$ cat config.mk
export PLATFORM = sky130hd
export DESIGN_NAME = decaying_strength_signature_table_flat
export DESIGN_NICKNAME = d
export VERILOG_FILES = /design/src/design/dsst_pkg.sv /design/src/design/dsst_if.sv /design/src/design/dsst_ram.sv /design/src/design/decaying_strength_signature_table.sv /design/src/flat_wrapper.sv
export SDC_FILE = /design/constraint.sdc
export NUM_CORES = 2
export LEC_CHECK = 0
export BUFFER_PORTS_ARGS = -buffer_cell sky130_fd_sc_hd__buf_2
export CAP_MARGIN = 20
export CELL_PAD_IN_SITES_DETAIL_PLACEMENT = 0
export CELL_PAD_IN_SITES_GLOBAL_PLACEMENT = 1
export CORE_MARGIN = 8
export CORE_UTILIZATION = 35
export CTS_CLUSTER_DIAMETER = 40
export DETAILED_ROUTE_END_ITERATION = 12
export PLACE_DENSITY_LB_ADDON = 0.15
export SLEW_MARGIN = 20
export SYNTH_ARGS = -nofsm -noshare
export SYNTH_HDL_FRONTEND = slang
export SYNTH_SLANG_ARGS = --single-unit
$ cat constraint.sdc
create_clock -name clk -period 13.19 [get_ports clk]
set_input_delay 0.6595 -clock clk [delete_from_list [all_inputs] [get_ports clk]]
set_output_delay 0.6595 -clock clk [all_outputs]
set_load 0.01 [all_outputs]
$ cat src/design/dsst_pkg.sv
// ----------------------------------------------------------------------------
// dsst_pkg
// Shared widths, constants and codes of the decaying strength signature table.
// ----------------------------------------------------------------------------
package dsst_pkg;

  localparam int unsigned TABLE_ENTRIES_DEF = 16;

  localparam int unsigned ACT_W  = 2;
  localparam int unsigned SIG_W  = 64;
  localparam int unsigned CONF_W = 33;
  localparam int unsigned STR_W  = 36;
  localparam int unsigned OUTC_W = 3;

  localparam logic [STR_W-1:0] DECAY_STEP   = STR_W'(64'd1 << 25);
  localparam logic [STR_W-1:0] STRENGTH_MAX = STR_W'(64'd8 << 32);

  localparam logic [ACT_W-1:0] ACT_UPDATE = 2'd0;
  localparam logic [ACT_W-1:0] ACT_QUERY  = 2'd1;
  localparam logic [ACT_W-1:0] ACT_CLEAR  = 2'd2;

  typedef enum logic [OUTC_W-1:0] {
    OUTC_HIT     = 3'd0,
    OUTC_INSERT  = 3'd1,
    OUTC_REPLACE = 3'd2,
    OUTC_QUERY   = 3'd3,
    OUTC_CLEAR   = 3'd4
  } outcome_t;

  typedef enum logic [2:0] {
    S_IDLE   = 3'b001,
    S_SCAN   = 3'b010,
    S_FINISH = 3'b100
  } state_t;

endpackage

$ cat src/design/dsst_if.sv
// ----------------------------------------------------------------------------
// dsst_in_if / dsst_out_if
// Valid/ready channels carrying request and result transactions.
// ----------------------------------------------------------------------------
interface dsst_in_if;
  import dsst_pkg::*;

  logic              valid;
  logic              ready;
  logic [ACT_W-1:0]  action;
  logic [SIG_W-1:0]  signature;
  logic [CONF_W-1:0] confidence;

  modport source (output valid, action, signature, confidence, input ready);
  modport sink   (input valid, action, signature, confidence, output ready);
endinterface

interface dsst_out_if;
  import dsst_pkg::*;

  logic              valid;
  logic              ready;
  logic [STR_W-1:0]  prior_strength;
  logic [STR_W-1:0]  new_strength;
  logic [OUTC_W-1:0] outcome;

  modport source (output valid, prior_strength, new_strength, outcome, input ready);
  modport sink   (input valid, prior_strength, new_strength, outcome, output ready);
endinterface

$ cat src/design/dsst_ram.sv
// ----------------------------------------------------------------------------
// dsst_ram
// Generic simple dual-port RAM with one write port and a registered read port.
// ----------------------------------------------------------------------------
module dsst_ram #(
  parameter int unsigned WIDTH = 36,
  parameter int unsigned DEPTH = 16
) (
  input  logic                     clk,
  input  logic                     we,
  input  logic [$clog2(DEPTH)-1:0] waddr,
  input  logic [WIDTH-1:0]         wdata,
  input  logic                     re,
  input  logic [$clog2(DEPTH)-1:0] raddr,
  output logic [WIDTH-1:0]         rdata
);

  logic [WIDTH-1:0] mem_r [DEPTH];
  logic [WIDTH-1:0] rdata_r;

  always_ff @(posedge clk) begin
    if (we) begin
      mem_r[waddr] <= wdata;
    end
    if (re) begin
      rdata_r <= mem_r[raddr];
    end
  end

  assign rdata = rdata_r;

endmodule

$ cat src/design/decaying_strength_signature_table.sv
// A request is accepted only while idle; the used entries are then scanned one per
// cycle, and the result is registered once the scan ends (no scan for an empty table).
// No new request is taken until the result of the last one has been registered;
// a result held back by the receiver stalls the next item.
// Reset clears the entry count and the handshake state; the memories are not
// cleared, since no entry at or above the count is ever read.
// ----------------------------------------------------------------------------
// decaying_strength_signature_table
// Signature table with aging strengths: lookup, decay, reinforce, replace and clear.
// ----------------------------------------------------------------------------
module decaying_strength_signature_table #(
  parameter int unsigned TABLE_ENTRIES = dsst_pkg::TABLE_ENTRIES_DEF
) (
  input  logic       clk,
  input  logic       rst_n,
  dsst_in_if.sink    in_chan,
  dsst_out_if.source out_chan
);
  import dsst_pkg::*;

  localparam int unsigned IW = $clog2(TABLE_ENTRIES);
  localparam int unsigned CW = $clog2(TABLE_ENTRIES + 1);

  state_t            state_r, state_nxt;
  logic [ACT_W-1:0]  act_r;
  logic [SIG_W-1:0]  key_r;
  logic [CONF_W-1:0] conf_r;
  logic [CW-1:0]     used_r, used_nxt;
  logic [CW-1:0]     rd_idx_r, rd_idx_nxt;
  logic              pend_r, pend_nxt;
  logic [IW-1:0]     pend_idx_r;
  logic              hit_r, hit_nxt;
  logic [IW-1:0]     hit_idx_r;
  logic [STR_W-1:0]  prior_r;
  logic [STR_W-1:0]  hit_dec_r;
  logic [STR_W-1:0]  min_r;
  logic [IW-1:0]     min_idx_r;
  logic              out_valid_r, out_valid_nxt;
  logic [STR_W-1:0]  out_prior_r;
  logic [STR_W-1:0]  out_new_r;
  logic [OUTC_W-1:0] out_outc_r;

  logic              in_fire;
  logic              rd_en;
  logic [SIG_W-1:0]  sig_rdata;
  logic [STR_W-1:0]  str_rdata;
  logic [STR_W-1:0]  dec;
  logic              scan_match;
  logic              scan_done;
  logic              out_free;
  logic              fin_fire;
  logic              full;
  logic [STR_W:0]    reinf_sum;
  logic [STR_W-1:0]  reinf;
  logic [STR_W-1:0]  fresh;
  logic [STR_W-1:0]  prior_res;
  logic [STR_W-1:0]  new_res;
  outcome_t          outc_res;
  logic              str_we;
  logic [IW-1:0]     str_waddr;
  logic [STR_W-1:0]  str_wdata;
  logic              sig_we;
  logic [IW-1:0]     fin_slot;

  assign in_chan.ready  = (state_r == S_IDLE);
  assign in_fire        = in_chan.valid && in_chan.ready;
  assign out_free       = !out_valid_r || out_chan.ready;
  assign fin_fire       = (state_r == S_FINISH) && out_free;
  assign full           = (used_r == CW'(TABLE_ENTRIES));

  assign rd_en      = (state_r == S_SCAN) && (rd_idx_r < used_r);
  assign dec        = (str_rdata > DECAY_STEP) ? (str_rdata - DECAY_STEP) : '0;
  assign scan_match = pend_r && !hit_r && (sig_rdata == key_r);
  assign scan_done  = pend_r && ((CW'(pend_idx_r) + CW'(1)) == used_r);

  assign reinf_sum = {1'b0, hit_dec_r} + (STR_W + 1)'(conf_r >> 4);
  assign reinf     = (reinf_sum > {1'b0, STRENGTH_MAX}) ? STRENGTH_MAX
                                                        : reinf_sum[STR_W-1:0];
  assign fresh     = STR_W'(conf_r >> 3);
  assign fin_slot  = full ? min_idx_r : used_r[IW-1:0];
  assign prior_res = hit_r ? prior_r : '0;

  always_comb begin
    new_res  = prior_res;
    outc_res = OUTC_QUERY;
    used_nxt = used_r;
    sig_we   = 1'b0;
    unique case (act_r)
      ACT_CLEAR: begin
        new_res  = '0;
        outc_res = OUTC_CLEAR;
        if (fin_fire) begin
          used_nxt = '0;
        end
      end
      ACT_UPDATE: begin
        if (hit_r) begin
          new_res  = reinf;
          outc_res = OUTC_HIT;
        end else begin
          new_res  = fresh;
          outc_res = full ? OUTC_REPLACE : OUTC_INSERT;
          sig_we   = fin_fire;
          if (fin_fire && !full) begin
            used_nxt = used_r + CW'(1);
          end
        end
      end
      default: begin
        new_res  = prior_res;
        outc_res = OUTC_QUERY;
      end
    endcase
  end

  always_comb begin
    str_we    = 1'b0;
    str_waddr = pend_idx_r;
    str_wdata = dec;
    if (pend_r && (act_r == ACT_UPDATE)) begin
      str_we = 1'b1;
    end else if (fin_fire && (act_r == ACT_UPDATE)) begin
      str_we    = 1'b1;
      str_waddr = hit_r ? hit_idx_r : fin_slot;
      str_wdata = new_res;
    end
  end

  always_comb begin
    state_nxt     = state_r;
    rd_idx_nxt    = rd_idx_r;
    pend_nxt      = rd_en;
    hit_nxt       = hit_r || scan_match;
    out_valid_nxt = out_valid_r;
    if (out_chan.ready) begin
      out_valid_nxt = 1'b0;
    end
    unique case (state_r)
      S_IDLE: begin
        if (in_fire) begin
          rd_idx_nxt = '0;
          hit_nxt    = 1'b0;
          state_nxt  = (used_r == '0) ? S_FINISH : S_SCAN;
        end
      end
      S_SCAN: begin
        if (rd_en) begin
          rd_idx_nxt = rd_idx_r + CW'(1);
        end
        if (scan_done) begin
          state_nxt = S_FINISH;
        end
      end
      S_FINISH: begin
        if (out_free) begin
          out_valid_nxt = 1'b1;
          state_nxt     = S_IDLE;
        end
      end
      default: begin
        state_nxt = S_IDLE;
      end
    endcase
  end

  always_ff @(posedge clk) begin
    if (!rst_n) begin
      state_r     <= S_IDLE;
      used_r      <= '0;
      rd_idx_r    <= '0;
      pend_r      <= 1'b0;
      hit_r       <= 1'b0;
      out_valid_r <= 1'b0;
    end else begin
      state_r     <= state_nxt;
      used_r      <= used_nxt;
      rd_idx_r    <= rd_idx_nxt;
      pend_r      <= pend_nxt;
      hit_r       <= hit_nxt;
      out_valid_r <= out_valid_nxt;
    end
  end

  always_ff @(posedge clk) begin
    if (in_fire) begin
      act_r  <= in_chan.action;
      key_r  <= in_chan.signature;
      conf_r <= in_chan.confidence;
    end
    if (rd_en) begin
      pend_idx_r <= rd_idx_r[IW-1:0];
    end
    if (scan_match) begin
      hit_idx_r <= pend_idx_r;
      prior_r   <= str_rdata;
      hit_dec_r <= dec;
    end
    if (pend_r && ((pend_idx_r == '0) || (dec < min_r))) begin
      min_r     <= dec;
      min_idx_r <= pend_idx_r;
    end
    if (fin_fire) begin
      out_prior_r <= prior_res;
      out_new_r   <= new_res;
      out_outc_r  <= outc_res;
    end
  end

  dsst_ram #(
    .WIDTH(SIG_W),
    .DEPTH(TABLE_ENTRIES)
  ) u_sig_ram (
    .clk   (clk),
    .we    (sig_we),
    .waddr (fin_slot),
    .wdata (key_r),
    .re    (rd_en),
    .raddr (rd_idx_r[IW-1:0]),
    .rdata (sig_rdata)
  );

  dsst_ram #(
    .WIDTH(STR_W),
    .DEPTH(TABLE_ENTRIES)
  ) u_str_ram (
    .clk   (clk),
    .we    (str_we),
    .waddr (str_waddr),
    .wdata (str_wdata),
    .re    (rd_en),
    .raddr (rd_idx_r[IW-1:0]),
    .rdata (str_rdata)
  );

  assign out_chan.valid          = out_valid_r;
  assign out_chan.prior_strength = out_prior_r;
  assign out_chan.new_strength   = out_new_r;
  assign out_chan.outcome        = out_outc_r;

`ifndef SYNTHESIS
  a_used_bound: assert property (@(posedge clk) disable iff (!rst_n)
    used_r <= CW'(TABLE_ENTRIES))
    else $error("Entry count exceeds the table depth.");

  a_no_rw_overlap: assert property (@(posedge clk) disable iff (!rst_n)
    (str_we && rd_en) |-> (str_waddr != rd_idx_r[IW-1:0]))
    else $error("Strength write collides with a read of the same entry.");

  a_pend_in_range: assert property (@(posedge clk) disable iff (!rst_n)
    pend_r |-> (CW'(pend_idx_r) < used_r))
    else $error("Scanned entry lies beyond the used entries.");

  a_busy_after_accept: assert property (@(posedge clk) disable iff (!rst_n)
    in_fire |=> (state_r != S_IDLE))
    else $error("Block returned to idle in the cycle after a transaction.");

  a_scan_has_reads: assert property (@(posedge clk) disable iff (!rst_n)
    ((state_r == S_SCAN) && !pend_r) |-> rd_en)
    else $error("Scan stalled with no read outstanding.");
`endif

endmodule

$ cat src/flat_wrapper.sv
// flat-port wrapper written by rule: the top's interface ports become plain ports
module decaying_strength_signature_table_flat import dsst_pkg::*;
#(
  parameter int unsigned TABLE_ENTRIES = dsst_pkg::TABLE_ENTRIES_DEF
)
  (clk, rst_n, in_chan_valid, in_chan_action, in_chan_signature, in_chan_confidence, in_chan_ready, out_chan_valid, out_chan_prior_strength, out_chan_new_strength, out_chan_outcome, out_chan_ready);
  dsst_in_if in_chan_i ();
  dsst_out_if out_chan_i ();
  input  logic clk;
  input  logic rst_n;
  input wire logic [$bits(in_chan_i.valid)-1:0] in_chan_valid;
  input wire logic [$bits(in_chan_i.action)-1:0] in_chan_action;
  input wire logic [$bits(in_chan_i.signature)-1:0] in_chan_signature;
  input wire logic [$bits(in_chan_i.confidence)-1:0] in_chan_confidence;
  output wire logic [$bits(in_chan_i.ready)-1:0] in_chan_ready;
  output wire logic [$bits(out_chan_i.valid)-1:0] out_chan_valid;
  output wire logic [$bits(out_chan_i.prior_strength)-1:0] out_chan_prior_strength;
  output wire logic [$bits(out_chan_i.new_strength)-1:0] out_chan_new_strength;
  output wire logic [$bits(out_chan_i.outcome)-1:0] out_chan_outcome;
  input wire logic [$bits(out_chan_i.ready)-1:0] out_chan_ready;
  assign in_chan_i.valid = in_chan_valid;
  assign in_chan_i.action = in_chan_action;
  assign in_chan_i.signature = in_chan_signature;
  assign in_chan_i.confidence = in_chan_confidence;
  assign in_chan_ready = in_chan_i.ready;
  assign out_chan_valid = out_chan_i.valid;
  assign out_chan_prior_strength = out_chan_i.prior_strength;
  assign out_chan_new_strength = out_chan_i.new_strength;
  assign out_chan_outcome = out_chan_i.outcome;
  assign out_chan_i.ready = out_chan_ready;
  decaying_strength_signature_table #(.TABLE_ENTRIES(TABLE_ENTRIES)) u_core (.clk(clk), .rst_n(rst_n), .in_chan(in_chan_i), .out_chan(out_chan_i));
endmodule
# ---- After elaboration in Yosys (flattened, before gate mapping)
# Memories as Yosys holds them, arrays and structs flattened. A register that Yosys moved wholly into a read port is not among the register bits.
# Index checks and enable logic that the tools add are counted.
dict set report word_totals {
  memories 2
  out_inout_bits 77
  reg_bits 310
  mem_bits_rw 1600
}
dict set report classes {
  add_sub_neg 5
  n_mux 39
  magnitude_cmp 4
  reduce_logical 24
  n_eq_ne 14
}
# memory depth width rd rd_clocked_by_memory_dff write_ports line_no
set memory_table {}
lappend memory_table {u_core.u_sig_ram.mem_r 16 64 1 1 1 dsst_ram.sv:18} ;# logic [WIDTH-1:0] mem_r [DEPTH];
lappend memory_table {u_core.u_str_ram.mem_r 16 36 1 1 1 dsst_ram.sv:18}
# operator count
set op_table {}
lappend op_table {{$mux W36} 6}
lappend op_table {{$pmux W36 S2} 1}
lappend op_table {{$eq A64 B64 Y1} 1}
lappend op_table {{$add A36 B29 Y37} 1}
lappend op_table {{$gt A37 B36 Y1 const B} 1}
lappend op_table {{$gt A36 B26 Y1 const B} 1}
lappend op_table {{$lt A36 B36 Y1} 1}
lappend op_table {{$sub A36 B26 Y36 const B} 1}
lappend op_table {{$mux W5} 5}
lappend op_table {{$pmux W5 S2} 2}
lappend op_table {{$mux W4} 4}
lappend op_table {{$mux W3} 5}
lappend op_table {{$mux W1} 13}
lappend op_table {{$add A5 B1 Y5 const B} 2}
lappend op_table {{$logic_and A1 B1 Y1} 10}
lappend op_table {{$ne A2 B1 Y1 const B} 5}
lappend op_table {{$pmux W3 S3} 1}
lappend op_table {{$pmux W3 S2} 1}
lappend op_table {{$reduce_and A3 Y1} 2}
lappend op_table {{$add A4 B1 Y5 const B} 1}
lappend op_table {{$eq A5 B5 Y1} 1}
lappend op_table {{$eq A5 B5 Y1 const B} 1}
lappend op_table {{$logic_not A5 Y1} 1}
lappend op_table {{$lt A5 B5 Y1} 1}
lappend op_table {{12 further kinds} 18}

# ---- Logic depth before layout (Yosys ltp)
dict set report logic_depth {
  depth_word 8
  mapped_depth 17
  depth_no_buf 17
}

# ---- Modules after synthesis
# A second synthesis with hierarchy kept.
dict set report hier_totals {
  cells_unflattened 3961
  area_unflattened_um2 78783.1
}
# mod area_per_inst_um2 seq_area_each_um2 n_inst cells_each
set modules_own_cells {}
lappend modules_own_cells {{dsst_ram at u_core.u_sig_ram} 40222.3 32671.3 1 1647}
lappend modules_own_cells {{dsst_ram at u_core.u_str_ram} 22680.5 18377.6 1 938}
lappend modules_own_cells {decaying_strength_signature_table 15880.2 9058.7 1 1376}

# ---- Worst setup path after synthesis
# OpenSTA, ideal clock, no wires.
dict set report synth_timing {
  kind {reg-to-reg}
  start {reg u_core.key_r[42]}
  end {reg u_core.hit_dec_r[0] (enable)}
  path_stages_with_launch 6
  setup_ps 700
  required_time_ps 12490
  path_buffers 0
  synth_period_minus_slack_ps 9503
  t_arrival_ps 8802
  slack_ps 3687
  path_cell_list {edfxtp_1 > xor2_1 > a2111o_1 > nor4_1 > nand4_1 > nor4_1}
}
dict set report synth_between {
  elab_chain_cells 2
}
# element line_no
set synth_lines {}
lappend synth_lines {{start: declaration} decaying_strength_signature_table.sv:26} ;# logic [SIG_W-1:0] key_r;
lappend synth_lines {{start signal: assignment} decaying_strength_signature_table.sv:187} ;# key_r <= in_chan.signature;
lappend synth_lines {{$eq A64 B64 Y1} decaying_strength_signature_table.sv:73} ;# assign scan_match = pend_r && !hit_r && (sig_rdata == key_r);
lappend synth_lines {{$logic_and A1 B1 Y1} decaying_strength_signature_table.sv:73}
lappend synth_lines {{net u_core.scan_match} decaying_strength_signature_table.sv:48} ;# logic scan_match;
lappend synth_lines {{end signal: assignment} decaying_strength_signature_table.sv:196} ;# hit_dec_r <= dec;
lappend synth_lines {{end: declaration} decaying_strength_signature_table.sv:35} ;# logic [STR_W-1:0] hit_dec_r;
# The timed path passes the listed nets, and every way through them passes these cells.
# A chain may end at the register's enable or synchronous reset.

# ---- Worst setup path in the final report
dict set report layout_timing {
  start {reg u_core.u_str_ram.rdata_r[28] (netlist: u_core.u_str_ram.rdata[28]), read port of u_core.u_str_ram.mem_r}
  end {reg u_core.min_r[25] (enable)}
}
dict set report layout_between {
  elab_chain_cells 5
  word_cells_on_any_way 6
  cone_classes {1 x add/sub; 2 x order compare; 1 x mux; 2 x reduce/logical}
}
# element line_no
set layout_lines {}
lappend layout_lines {{start: declaration} dsst_ram.sv:19} ;# logic [WIDTH-1:0] rdata_r;
lappend layout_lines {{$gt A36 B26 Y1} decaying_strength_signature_table.sv:72} ;# assign dec = (str_rdata > DECAY_STEP) ? (str_rdata - DECAY_STEP) : '0;
lappend layout_lines {{$mux W36} decaying_strength_signature_table.sv:72}
lappend layout_lines {{net u_core.dec[13]} decaying_strength_signature_table.sv:47} ;# logic [STR_W-1:0] dec;
lappend layout_lines {{$lt A36 B36 Y1} decaying_strength_signature_table.sv:198} ;# if (pend_r && ((pend_idx_r == '0) || (dec < min_r))) begin
lappend layout_lines {{$logic_or A1 B1 Y1} decaying_strength_signature_table.sv:198}
lappend layout_lines {{$logic_and A1 B1 Y1} decaying_strength_signature_table.sv:198}
lappend layout_lines {{end signal: assignment} decaying_strength_signature_table.sv:199} ;# min_r <= dec;
lappend layout_lines {{end: declaration} decaying_strength_signature_table.sv:36} ;# logic [STR_W-1:0] min_r;
# The timed path passes the listed nets, and every way through them passes these cells.

==> run metrics <==
status finished, final reports clean; Power per Cell Area between 150 and 200 nW/µm²; Leak 30.7 nW; Buf+Inv Stages, Crit Path 2; Mapped Cells about 3700; CTS resizes 0; num ports between 150 and 200; Syn Std Cell Area ~80000 µm²; RSZ-0062 raised after global routing no; R2R Path End u_core.min_r[25]; full die area 240000 µm²; number of global-route vias before repair about 41000; post-synthesis sequential area ratio 76.3%; final RePlAce weighted congestion about 0.80; Synth async-reset ratio 0%; slowest CP cell o31ai_4; endpoint class of the critical path flop; Clock Pin Slew Worst Setup and Hold Paths 0.06 ns; H-tree Lvls 5; clock share of power between 50% and 60%; Max FO, Critical Path 30; Worst path max stage delay roughly 0.68 ns; Worst-Skew Late Latency approximately 0.94 ns; final clock skew around 0.1 ns; Sw Pwr between 3 and 4 mW; Sequential Power Share between 40% and 50%; Clk Tree Root Cell clkbuf_16; endpoints failing hold 0; Via Count about 40000; Final Critical Period between 5 and 6 ns; die span in y 490 µm; total of max-cap violations 0; P_int 13.1 mW; largest net degree at the start of global routing around 140; via/cell ratio 5.19; global route total overflow 0; PortBufs 176; Switching Share between 20% and 30%; TritonCTS Sinks between 2000 and 2500; 1st-pass router iterations 7; number of nets with antenna violations after routing 0; Core ar. 224000 µm²; most frequent cells in the layout 1991 x edfxtp_1, 500 x mux4_2, 350 x clkbuf_16, 176 x buf_2; Final Cell Area between 90000 and 100000 µm²; Tot GR Track Use between 10% and 20%; Final Cycle Share between 40% and 50%; Startpoint Class flop; die extent in x roughly 490 µm; Netlist cell types 80; clk buf depth 4; hold_sp in_chan_signature[54]; worst hold path cell count 1; final wirelength 208 mm; r2r worst-path depth 16; EDFF count, synth 1991; Finish-stage setup viols 0; flop-to-flop setup slack about 7.6 ns; area grow syn2layout 22.8%; total negative slack 0 ns; Filler cells about 20000; Worst Path Required 13.71 ns; Hold EP u_core.key_r[54]; fraction of layout cells with a size suffix above 1 a little under a third; nets 4431; wire per inst ~28 µm; slew margin rel. approximately a quarter; first-pass GRT wire length around 300 mm; DRT iter0 DRCs 3253; total power draw roughly 16 mW; site row count 174; Post-CTS Setup Bufs 0; Synth Warn # 0; CP cell instances or4_1, nor4b_1, nand2_1, buf_4, and2_1, ha_1, a21oi_1, nor2b_1, o21ai_0, nand2b_1, a21oi_1, nor2_1, a211oi_1, o221ai_1, o31ai_4, buf_4; total CTS buffers approximately 350; initial core utilization 35.1%; Main synth FF type edfxtp_1; Worst Path Arrival approximately 6.1 ns; Worst VDD drop ~0.00014 V; Slew @ Worst Pin approximately 1.1 ns; initial antenna violation count 9; beginning of the critical path u_core.u_str_ram.rdata[28]; Final HPWL DP around 110 mm; Crit path max-delay family compound AO/OA/AOI/OAI gates; hold crit path type in2reg; dpl cell area roughly 84000 µm²; Synth Register Bits approximately 2000; Combinational Power Share under 10%; critical path class reg2reg; pins over their slew limit 0; Residual DRC 0; Post-Syn Nets roughly 3900; Synth Area per Inst approximately 21 µm²; RR Startpoint u_core.u_str_ram.rdata[28]; commonest non-fill, non-tap cell in the layout edfxtp_1; CTS tree yes; f_max ~180 MHz
logic make-up after synthesis:
kind of cell    after synthesis  synth area share (%)
compound gates              299                  2.59
xor+xnor                     87                 0.968
fa+ha+maj                    75                  1.20
buf+inv                     238                  1.17
flops                      2007                  76.3
mux                         532                  14.7
simple gates                457                  2.97
layer usage:
layer,part of all wire [%],routed length (µm),global-route usage (%),up-vias
li1,-,-,-,16700
met1,46,96100,24.7,20800
met2,46,95400,26.0,1155
met3,5.4,11300,3.27,354
met4,2.5,5140,4.91,2
met5,0.0063,13,0,-
cell type report:
cell class                 instances  area (µm²)  area share [%]
timing repair buffer             367        2620            2.71
inverter                          81         307           0.317
clock buffer                     375        8860            9.17
antenna                            3        7.51         0.00777
tap                             2992        3740            3.87
sequential                      2007       60100            62.2
multi-input combinational       1450       18000            18.6
clock inverter                   245        2990            3.09
Yosys cell counts (24+ instances only):
cell	number	share of area, %
mux4_2	500	14
nor2_1	116	0.55
o21ai_0	40	0.25
a22oi_1	27	0.26
mux2_2	24	0.34
edfxtp_1	1991	76
and2_1	70	0.56
nand3_1	25	0.16
buf_1	36	0.17
nand2_1	94	0.45
a21oi_1	63	0.40
ha_1	74	1.2
nand4_1	32	0.25
xnor2_1	54	0.60
xor2_1	33	0.37
clkbuf_1	110	0.52
inv_1	80	0.38
through the flow:
stage	setup WS (ns)	instances	utilization (%)	hold WS, ns
2_1_floorplan	3.69	3695	-	0.435
3_3_place_gp	7.35	6801	37.4	0.459
6_report	7.58	7520	43.1	0.104
5_1_grt	7.16	7518	43.1	0.0310
4_1_cts	7.30	7516	43.1	0.00991
3_5_place_dp	7.37	6802	37.4	0.461
sequential cells by signal, indices dropped and copies added (netlist names), 5 cells and up:
name and cells:
u_core.u_sig_ram.mem_r 1024, u_core.u_str_ram.mem_r 576, u_core.key_r 64, u_core.u_sig_ram.rdata 64
u_core.hit_dec_r 36, u_core.min_r 36, u_core.out_chan.new_strength 36, u_core.out_chan.prior_strength 36
u_core.prior_r 36, u_core.u_str_ram.rdata 36, u_core.conf_r 30, u_core.rd_idx_r 5
u_core.used_r 5
repair_timing:
action | CTS | global route
hold buffers | 94 | 0
endpoints found under the hold margin | 94 | 0
setup endpoints to repair | 0 | 0
worst max-delay path by stage:
stage | end | slack [ns] | cells after the start
after detailed placement | u_core.u_str_ram.mem_r[11][9] | 7.37 | 12
final | u_core.min_r[25] | 7.58 | 16
after global placement | u_core.min_r[16] | 7.35 | 16
after floorplan | u_core.hit_dec_r[0] | 3.69 | 5
after CTS | u_core.u_str_ram.mem_r[10][9] | 7.30 | 12
after global routing | u_core.min_r[26] | 7.16 | 16
power groups by stage:
stage,sequential [mW],clock [mW],combinational (mW)
3_3_place_gp,7.24,0,0.223
2_1_floorplan,7.22,0,0.117
4_1_cts,7.12,9.28,0.244
3_5_place_dp,7.25,0,0.221
5_1_grt,7.13,9.54,0.261
6_report,7.12,9.09,0.241
No activity file was read; power rests on OpenSTA's default activity.
